### config.mk
export PLATFORM = sky130hd
export DESIGN_NAME = grad_sqrt_cell
export DESIGN_NICKNAME = d
export VERILOG_FILES = /design/src/rtl/grad_sqrt_cell.sv
export SDC_FILE = /design/constraint.sdc
export NUM_CORES = 1
export LEC_CHECK = 0
export BUFFER_PORTS_ARGS = -buffer_cell sky130_fd_sc_hd__buf_2
export CAP_MARGIN = 20
export CORE_MARGIN = 3
export CORE_UTILIZATION = 45
export DETAILED_ROUTE_END_ITERATION = 10
export HOLD_SLACK_MARGIN = 0.1
export PLACE_DENSITY = 0.76
export SYNTH_ARGS = -nofsm -noshare
export SYNTH_HDL_FRONTEND = slang
export SYNTH_SLANG_ARGS = --single-unit
### constraint.sdc
create_clock -name i_clk -period 2.65 [get_ports i_clk]
set_input_delay 0.265 -clock i_clk [delete_from_list [all_inputs] [get_ports i_clk]]
set_output_delay 0.265 -clock i_clk [all_outputs]
set_load 0.05 [all_outputs]
### src/rtl/grad_sqrt_cell.sv
// one digit cell of the pipelined square root: one result bit per cell
module grad_sqrt_cell #(
    parameter int QW = 16
) (
    input  logic            i_clk,
    input  logic            i_en,
    input  logic [2*QW-1:0] i_rad,
    input  logic [QW:0]     i_rem,
    input  logic [QW-1:0]   i_root,
    output logic [2*QW-1:0] o_rad,
    output logic [QW:0]     o_rem,
    output logic [QW-1:0]   o_root
);

    localparam int RW = 2 * QW;

    logic [2*QW-1:0] r_rad;
    logic [QW:0]     r_rem;
    logic [QW-1:0]   r_root;
    logic [2*QW-1:0] n_rad;
    logic [QW:0]     n_rem;
    logic [QW-1:0]   n_root;

    logic [QW+2:0] cur;
    logic [QW+2:0] trial;
    logic [QW+2:0] diff;

    // bring down two radicand bits and try the next root bit
    always_comb begin
        cur   = {i_rem, i_rad[RW-1:RW-2]};
        trial = {1'b0, i_root, 2'b01};
        diff  = cur - trial;
        n_rad = {i_rad[RW-3:0], 2'b00};
        if (cur >= trial) begin
            n_rem  = diff[QW:0];
            n_root = {i_root[QW-2:0], 1'b1};
        end else begin
            n_rem  = cur[QW:0];
            n_root = {i_root[QW-2:0], 1'b0};
        end
    end

    // hand the partial result to the next cell
    always_ff @(posedge i_clk) begin
        if (i_en) begin
            r_rad  <= n_rad;
            r_rem  <= n_rem;
            r_root <= n_root;
        end
    end

    assign o_rad  = r_rad;
    assign o_rem  = r_rem;
    assign o_root = r_root;

endmodule

==> key figures <==
Final layout
  – Layout Nets: 470
  – Layout Cells excl Fill: between 400 and 500
  – Number of diodes: 0
  – Filler cell count: between 400 and 500
  – Share of cells above drive strength 1: 0.436
  – FF+latch area: roughly 1900 um2
  – Multi-input logic area: between 1000 and 1500 um2
  – Area Overhead vs Synth: 40.9%

Synth
  – Most frequent cell after synthesis: edfxtp_1
  – Sequential area share after synthesis: 0.622
  – Top cell type's share of synthesized area: 0.622
  – Main flop type after synthesis: edfxtp_1
  – Mapped Cells: approximately 210
  – Top cells by count, synth: edfxtp_1 (63), inv_1 (21), ha_1 (18), a21oi_1 (14), nor2_1 (10)
  – Post-synth ARST share: 0
  – Synth unique cells: 41
  – Mapped Area: approximately 3000 um2
  – Largest cells by area after synthesis: edfxtp_1 (62%), ha_1 (7.4%), mux2_2 (3.3%)
  – Post-synth EDFFs: between 60 and 70
  – Synth Register Bits: 63
  – YS warnings: 0
  – Mean post-synth cell area: between 10 and 15 um2
  – Leading area contributor after synthesis: edfxtp_1

Pwr
  – VDD IR max: ~0.29 mV
  – Pwr dens: between 600 and 700 nW/um2
  – Static Leakage: 1.94 nW
  – Clock power share: 0.283
  – Flop pwr share: 0.422
  – Sw Share: 0.343
  – Int Power: ~0.0019 W
  – Sw power: just over 0.001 W
  – Logic gate share of total power: 0.296

Die
  – Area of the core: 6460 um2
  – Vert. Die Dim: approximately 88 um
  – IO Count: 132
  – Die area: about 7800 um2
  – Initial core utilization: 0.471
  – DIE WIDTH: 88.2 um
  – Rows: 29

STA
  – Worst slew pin tran: 799 ps
  – RSZ-0062 raised after global routing: no
  – Tcrit/Tclk final: 0.856
  – Final Hold Viols: 0
  – Max-slew headroom: 0.467
  – Total negative slack: 0 ps
  – Minimum clock period: 2270 ps
  – Setup ws final: about 380 ps
  – Fmax: roughly 440 MHz
  – Setup violations, final: 0
  – Worst hold slack: 118 ps
  – Max Transition Viols Final: 0

Global routing
  – Pin count of the biggest net entering global routing: 64
  – First-pass GRT wire length: around 12000 um
  – Total track usage: 0.207
  – Vias in the first global route: 2396
  – Number of antenna violations at the first check in global routing: 0
  – GRT overflow: 0

Clocking
  – # H-tree levels: 3
  – Num CTS Buffers: 9
  – CTS tree: done
  – Post-CTS resize count: 0
  – Clock Pin Slew Worst Setup and Hold Paths: ~80 ps
  – Bufs on Longest Clock Path: 2
  – Clk sink count: 63
  – CTS root buf: clkbuf_8

Placed design
  – Placed Instances: between 400 and 500
  – Detailed placement HPWL: a little over 5000 um
  – Port bufs: roughly 130
  – Post-Place Setup Slack: between 50 and 60 ps
  – Placer Congestion: approximately 0.90

Run
  – Max-Cap Viols: 0

Routing
  – DR iter-0 viols: ~140
  – WL per Instance: ~17 um
  – DRT Wirelength: between 8000 and 9000 um
  – Via count: 2402
  – DRC viols: 0
  – First-pass DRT Iterations: 5
  – DR vias/cell: approximately 5.1
  – Remaining antenna violation count: 0

Setup path
  – Setup crit start kind: input port
  – CP Cell Sequence: buf_2 -> ha_1 -> a21oi_2 -> o21ai_1 -> a311o_1 -> a21o_1 -> a21boi_4 -> buf_12 -> mux2_2
  – Bufs and invs on worst path: 2
  – Crit Path Category: in -> reg
  – CP required: roughly 2700 ps
  – Crit end category: flop
  – CP peak stage delay: ~380 ps
  – Crit path DAT: roughly 2400 ps
  – Largest delay share family, worst path: compound AO/OA/AOI/OAI gates
  – Highest fanout seen on the critical path: 8
  – CP max stage cell: ha_1

Min path
  – Hold crit path type: in -> reg

Run status
  – Status: completed
repair_timing:
item                       in CTS  in global routing
hold buffers                   24                  2
setup buffers                   0                  0
hold endpoints to repair       24                  2
setup endpoints to repair       0                  0
metal layers:
layer / wire length [um] / part of all wire / track usage / vias to the layer above
met2: 4050 / 0.50 / 0.359 / 118
met5: 0 / 0 / 0 / -
met1: 3090 / 0.38 / 0.225 / 1129
li1: - / - / - / 1141
met4: 235 / 0.029 / 0.113 / 0
met3: 707 / 0.088 / 0.0611 / 14
cells in the final DEF, fill, tap and decap left out, types with 5 or more instances in the layout:
| master | n |
|---|---|
| mux2_4 | 6 |
| edfxtp_1 | 63 |
| buf_2 | 129 |
| inv_1 | 21 |
| a21oi_1 | 14 |
| xor2_1 | 6 |
| ha_1 | 18 |
| dlygate4sd3_1 | 26 |
| buf_4 | 5 |
| o21ai_0 | 7 |
| xnor2_1 | 8 |
| nand2_1 | 6 |
| nor2_1 | 10 |
| mux2_2 | 9 |
| clkbuf_8 | 9 |
kinds of logic (layout without fill, tap and decap cells):
| family | Yosys count | after routing | synth area share |
|---|---|---|---|
| AO/OA/AOI/OAI | 46 | 46 | 0.104 |
| multiplexers | 17 | 17 | 0.0695 |
| AND/OR/NAND/NOR | 31 | 31 | 0.0510 |
| adder cells (fa/ha/maj) | 18 | 18 | 0.0741 |
| flip-flops | 63 | 63 | 0.622 |
| XOR/XNOR | 14 | 14 | 0.0403 |
| other | 1 | 2 | 0.00123 |
| buffers and inverters | 24 | 199 | 0.0374 |
sequential cells by signal, summed over array words and instances, names as in the netlist:
signal	cells
o_rad	30
o_rem	17
o_root	16
layout make-up:
class | instances | share of cell area
clock buffers | 9 | 0.0289
clock inverters | 7 | 0.0169
multi-input cells | 128 | 0.242
inverters | 21 | 0.0184
flip-flops and latches | 63 | 0.441
well taps | 77 | 0.0225
repair buffers | 162 | 0.229
final timing paths:
kind	slack, ps	depth (start not counted)	from	end
min	120	1	i_rad[14]	o_rad[16]$_DFFE_PP_
max	380	9	i_rem[8]	o_rem[7]$_DFFE_PP_
stage by stage:
step / total power, W / util / instance area [um2]
after global placement: 0.00208 / 0.593 / 3830
final: 0.00295 / 0.664 / 4290
after floorplan: 0.00187 / - / 3040
after detailed placement: 0.00209 / 0.593 / 3830
after global routing: 0.00307 / 0.664 / 4290
after CTS: 0.00294 / 0.660 / 4270
power groups by stage:
stage | sequential (W) | clock, W | combinational, W
floorplan | 0.00162 | 0 | 0.000257
detailed placement | 0.00126 | 0 | 0.000834
global placement | 0.00126 | 0 | 0.000823
finish | 0.00124 | 0.000835 | 0.000873
CTS | 0.00124 | 0.000838 | 0.000864
global route | 0.00125 | 0.000894 | 0.000927
Note: power is estimated with default switching activity, not from simulation.
