[src/rtl/grad_pkg.sv]
// shared types, constants and the cordic angle table of the gradient parameter unit
package grad_pkg;

    // gradient source codes held in the mode register
    typedef enum logic [1:0] {
        MODE_LINEAR  = 2'd0,
        MODE_RADIAL  = 2'd1,
        MODE_ANGULAR = 2'd2
    } t_grad_mode;

    // register indexes of the configuration port
    localparam logic REG_MODE = 1'b0;

    // cordic datapath width: offsets scaled by 2^14 plus growth headroom
    localparam int CORDIC_W = 34;
    // angle width, one full turn is 2^32
    localparam int ANG_W = 32;
    // half a turn
    localparam logic [ANG_W-1:0] HALF_TURN = 32'h8000_0000;

    // per item data that travels beside the cell chains
    typedef struct packed {
        logic signed [31:0] stroke;
        logic signed [31:0] jitter;
        logic [1:0]         mode;
        logic               sat;
        logic               zero;
    } t_side;

    // atan(2^-i) in units of 2^-32 turn
    function automatic logic [ANG_W-1:0] turn_angle(input int unsigned idx);
        logic [ANG_W-1:0] a;
        unique case (idx)
            0:  a = 32'h20000000;
            1:  a = 32'h12E4051E;
            2:  a = 32'h09FB385B;
            3:  a = 32'h051111D4;
            4:  a = 32'h028B0D43;
            5:  a = 32'h0145D7E1;
            6:  a = 32'h00A2F61E;
            7:  a = 32'h00517C55;
            8:  a = 32'h0028BE53;
            9:  a = 32'h00145F2F;
            10: a = 32'h000A2F98;
            11: a = 32'h000517CC;
            12: a = 32'h00028BE6;
            13: a = 32'h000145F3;
            14: a = 32'h0000A2FA;
            15: a = 32'h0000517D;
            16: a = 32'h000028BE;
            17: a = 32'h0000145F;
            18: a = 32'h00000A30;
            19: a = 32'h00000518;
            20: a = 32'h0000028C;
            21: a = 32'h00000146;
            22: a = 32'h000000A3;
            23: a = 32'h00000051;
            default: a = '0;
        endcase
        return a;
    endfunction

endpackage

[src/rtl/grad_cordic_cell.sv]
// one vectoring step of the cordic angle chain
module grad_cordic_cell #(
    parameter int IDX = 0
) (
    input  logic                                i_clk,
    input  logic                                i_en,
    input  logic signed [grad_pkg::CORDIC_W-1:0] i_x,
    input  logic signed [grad_pkg::CORDIC_W-1:0] i_y,
    input  logic [grad_pkg::ANG_W-1:0]          i_ang,
    output logic signed [grad_pkg::CORDIC_W-1:0] o_x,
    output logic signed [grad_pkg::CORDIC_W-1:0] o_y,
    output logic [grad_pkg::ANG_W-1:0]          o_ang
);

    localparam logic [grad_pkg::ANG_W-1:0] STEP_ANG = grad_pkg::turn_angle(IDX);

    logic signed [grad_pkg::CORDIC_W-1:0] r_x;
    logic signed [grad_pkg::CORDIC_W-1:0] r_y;
    logic [grad_pkg::ANG_W-1:0]           r_ang;
    logic signed [grad_pkg::CORDIC_W-1:0] n_x;
    logic signed [grad_pkg::CORDIC_W-1:0] n_y;
    logic [grad_pkg::ANG_W-1:0]           n_ang;

    logic signed [grad_pkg::CORDIC_W-1:0] x_sh;
    logic signed [grad_pkg::CORDIC_W-1:0] y_sh;

    // rotate toward the x axis, direction from the sign of y
    always_comb begin
        x_sh = i_x >>> IDX;
        y_sh = i_y >>> IDX;
        if (!i_y[grad_pkg::CORDIC_W-1] && (i_y != '0)) begin
            n_x   = i_x + y_sh;
            n_y   = i_y - x_sh;
            n_ang = i_ang + STEP_ANG;
        end else begin
            n_x   = i_x - y_sh;
            n_y   = i_y + x_sh;
            n_ang = i_ang - STEP_ANG;
        end
    end

    // pass the rotated vector to the next cell
    always_ff @(posedge i_clk) begin
        if (i_en) begin
            r_x   <= n_x;
            r_y   <= n_y;
            r_ang <= n_ang;
        end
    end

    assign o_x   = r_x;
    assign o_y   = r_y;
    assign o_ang = r_ang;

endmodule

[config.mk]
export PLATFORM = sky130hd
export DESIGN_NAME = grad_cordic_cell
export DESIGN_NICKNAME = d
export VERILOG_FILES = /design/src/rtl/grad_pkg.sv /design/src/rtl/grad_cordic_cell.sv
export SDC_FILE = /design/constraint.sdc
export NUM_CORES = 1
export LEC_CHECK = 0
export ABC_AREA = 1
export BUFFER_PORTS_ARGS = -buffer_cell sky130_fd_sc_hd__buf_2
export CORE_ASPECT_RATIO = 0.75
export CORE_UTILIZATION = 45
export CTS_BUF_LIST = sky130_fd_sc_hd__clkbuf_8
export CTS_CLUSTER_DIAMETER = 40
export CTS_CLUSTER_SIZE = 16
export DETAILED_ROUTE_END_ITERATION = 6
export PLACE_DENSITY_LB_ADDON = 0.1
export SLEW_MARGIN = 15
export SYNTH_ARGS = -nofsm -noshare
export SYNTH_HDL_FRONTEND = slang
export SYNTH_SLANG_ARGS = --single-unit
[constraint.sdc]
create_clock -name i_clk -period 2.1 [get_ports i_clk]
set_input_delay 0.21 -clock i_clk [delete_from_list [all_inputs] [get_ports i_clk]]
set_output_delay 0.21 -clock i_clk [all_outputs]
set_load 0.005 [all_outputs]
==> impl_results.md <==
* Run status: completed
* Final setup fails at 0
* Finished Cell Area at 14560 sq um
* Yosys cell types at 45
* Die extent in x at 178.6 um
* Post-Route WL at 41920 um
* I/O Buffers at about 200
* Syn nets at about 1.7k
* Total grt overflow at 0
* Startpoint types: input pin
* DRT Pass-1 Iters at 7
* Maxcap violations at 0
* Gpl congestion at 1.038
* Combinational family with the most area after synthesis: simple AND/OR/NAND/NOR gates
* Layout Cells excl Fill at 2344
* CP arrival at around 2.2 ns
* Initial antenna violation count at 1
* Maximum vdd drop at approximately 0.28 mV
* Adder-cell share of the synthesized area at approximately 13%
* Share of post-route cells with drive strength above 1 at a little under 30%
* Worst-margin pin slew at 0.5004 ns
* Synth Area in Compound Gates at between 10% and 20%
* Post-route setup slack at 0.05362 ns
* Slew Viols, Final at 0
* Total Nets Final at 2244
* Setup TNS at 0 ns
* CTS sink cnt at 99
* Synth async-reset ratio at 0%
* H-tree depth at 3
* #FFs+latches synth at 99
* Post-route ant nets at 0
* Die Height at 134.4 um
* Vias in the first global route at 10.96k
* Post-DP HPWL at 36260 um
* EDFF count, synth at 99
* Vias per cell at 5.235
* Switching share of power at approximately two fifths
* Fillers at 2163
* Crit Path Category: input pin to flip-flop
* Tot GR Track Use at between 30% and 40%
* Largest cells by area after synthesis: edfxtp_1 (28%), nand2_1 (15%), ha_1 (12%)
* Initial DRC count at 1213
* Post-Synth XOR/XNOR Area at about 3.2%
* Fin crit share at between 90% and 100%
* Pre-CTS setup slack at -0.3399 ns
* Most common cell in the netlist: nand2_1
* Dpl cell area at 13970 sq um
* Core area at 22940 sq um
* Worst path required time at ~2.2 ns
* # rows at 48
* Combinational Power Share at between 40 and 50%
* Minimum clock period at approximately 2.0 ns
* Reg clk slew, reported paths at approximately 0.12 ns
* Mux share of post-synthesis cell area at 0%
* TritonCTS Buffers at 9
* Initial Utilization at around 46%
* Post-synthesis cell area at between 10000 and 15000 sq um
* Sequential share of the synthesized area at 28.26%
* Reg power frac at 33.7%
* First-pass GRT wire length at 61690 um
* Root buf cell: clkbuf_8
* Final Util at 63.45%
* Top Ports at 202
* Hold Path Class: input pin to flip-flop
* Most frequent cells after synthesis: nand2_1 (434), inv_1 (207), nand3_1 (140)
* DRC at 0
* Crit. End Element: flip-flop
* TritonCTS clock tree: done
* Total power at 7.632 mW
* Yosys warning count at 0
* DIE AREA at 24000 sq um
* Synth Instances at 1531
* Clock group share of total power at 18.3%
* Cell internal pwr at 4.626 mW
* Synth Flop Type: edfxtp_1
* Placed cell count at roughly 2.3k
* Simple-gate portion of the synthesized area at a little under a third
* Vias at 12.27k
* Max clock buf depth at 2
* Fmax at 488.7 MHz
* Pleak at 7.566 nW
* Psw at 3.005 mW
* Largest net degree at the start of global routing at 45
* Synth area leader: edfxtp_1
* Fin. Hold Viols at 0
* Slew margin rel. at about two thirds
* Yosys top cell area share at 28.26%
* Area growth syn-to-layout at 38.38%
* Pwr Density at 524.2 nW/um^2
* Hold Slack at 0.01654 ns
* Post-Syn Area per Cell at 6.871 sq um
* Worst-path fanout max at 3
* Routed WL per cell at 17.89 um
-- metal layers --
layer	vias up	global-route usage, %	wire length, um
met1	5542	54.75	20150
li1	5999	-	-
met3	43	9.099	5628
met5	-	0	13
met4	2	6.168	586
met2	684	46.73	15550
-- area by class of cell --
type | instances | area [sq um] | area share [%]
inverter | 211 | 794.5 | 5.458
clock inverter | 7 | 97.59 | 0.6704
multi-input combinational | 1176 | 6485 | 44.55
antenna | 1 | 2.502 | 0.01719
tap | 300 | 375.4 | 2.578
sequential | 99 | 2973 | 20.42
timing repair buffer | 541 | 3706 | 25.46
clock buffer | 9 | 123.9 | 0.8509
-- layout by cell type, fill, tap and decap left out, drive strengths merged, types with 15 or more instances in the layout --
cell type      n
o21ai         98
ha           100
xor2          36
buf          513
o21bai        15
nor2         146
nand3        143
dlygate4sd3   28
edfxtp        99
nand4         16
a21oi        117
nand2        446
nor3          18
inv          213
-- critical path: stages --
cell	delay, ns
buf_2	0.11
inv_1	0.04
ha_1	0.23
fa_1	0.48
o21ai_2	0.23
nand2_1	0.07
nand2_1	0.10
nand2_1	0.10
nand2_1	0.18
nor2_1	0.06
o21ai_0	0.20
o21ai_1	0.18
-- path summary, 6_finish.rpt --
path              startpoint        end  slack [ns]  depth (start not counted)
hold / removal     i_ang[18]  o_ang[18]        0.02                          1
setup / recovery      i_x[0]    o_x[16]        0.05                         12
-- kinds of logic (layout without fill, tap and decap cells) --
family / after synthesis / after routing
AOI/OAI and AO/OA: 254 / 254
buffers and inverters: 256 / 768
and+or+nand+nor: 780 / 780
adders and majority gates: 104 / 104
DFF: 99 / 99
xor gates and xnor gates: 38 / 38
other: 0 / 1
-- registers in the layout, indices dropped and copies added, names as in the netlist --
register	flops
o_x	33
o_ang	32
o_y	34
-- power groups by stage --
stage	registers [mW]	clock network [mW]	logic, mW
2_1_floorplan	2.63	0	1.68
3_3_place_gp	2.61	0	3.46
3_5_place_dp	2.62	0	3.50
4_1_cts	2.57	1.42	3.55
5_1_grt	2.59	1.48	3.98
6_report	2.57	1.39	3.67
-- repair_timing --
action / CTS / global route
endpoints found under the setup margin: 0 / 29
hold endpoints to repair: 27 / 1
hold buffers: 27 / 1
gates resized for setup: 0 / 28
buffers inserted: 0 / 0
Note: power is estimated with default switching activity, not from simulation.
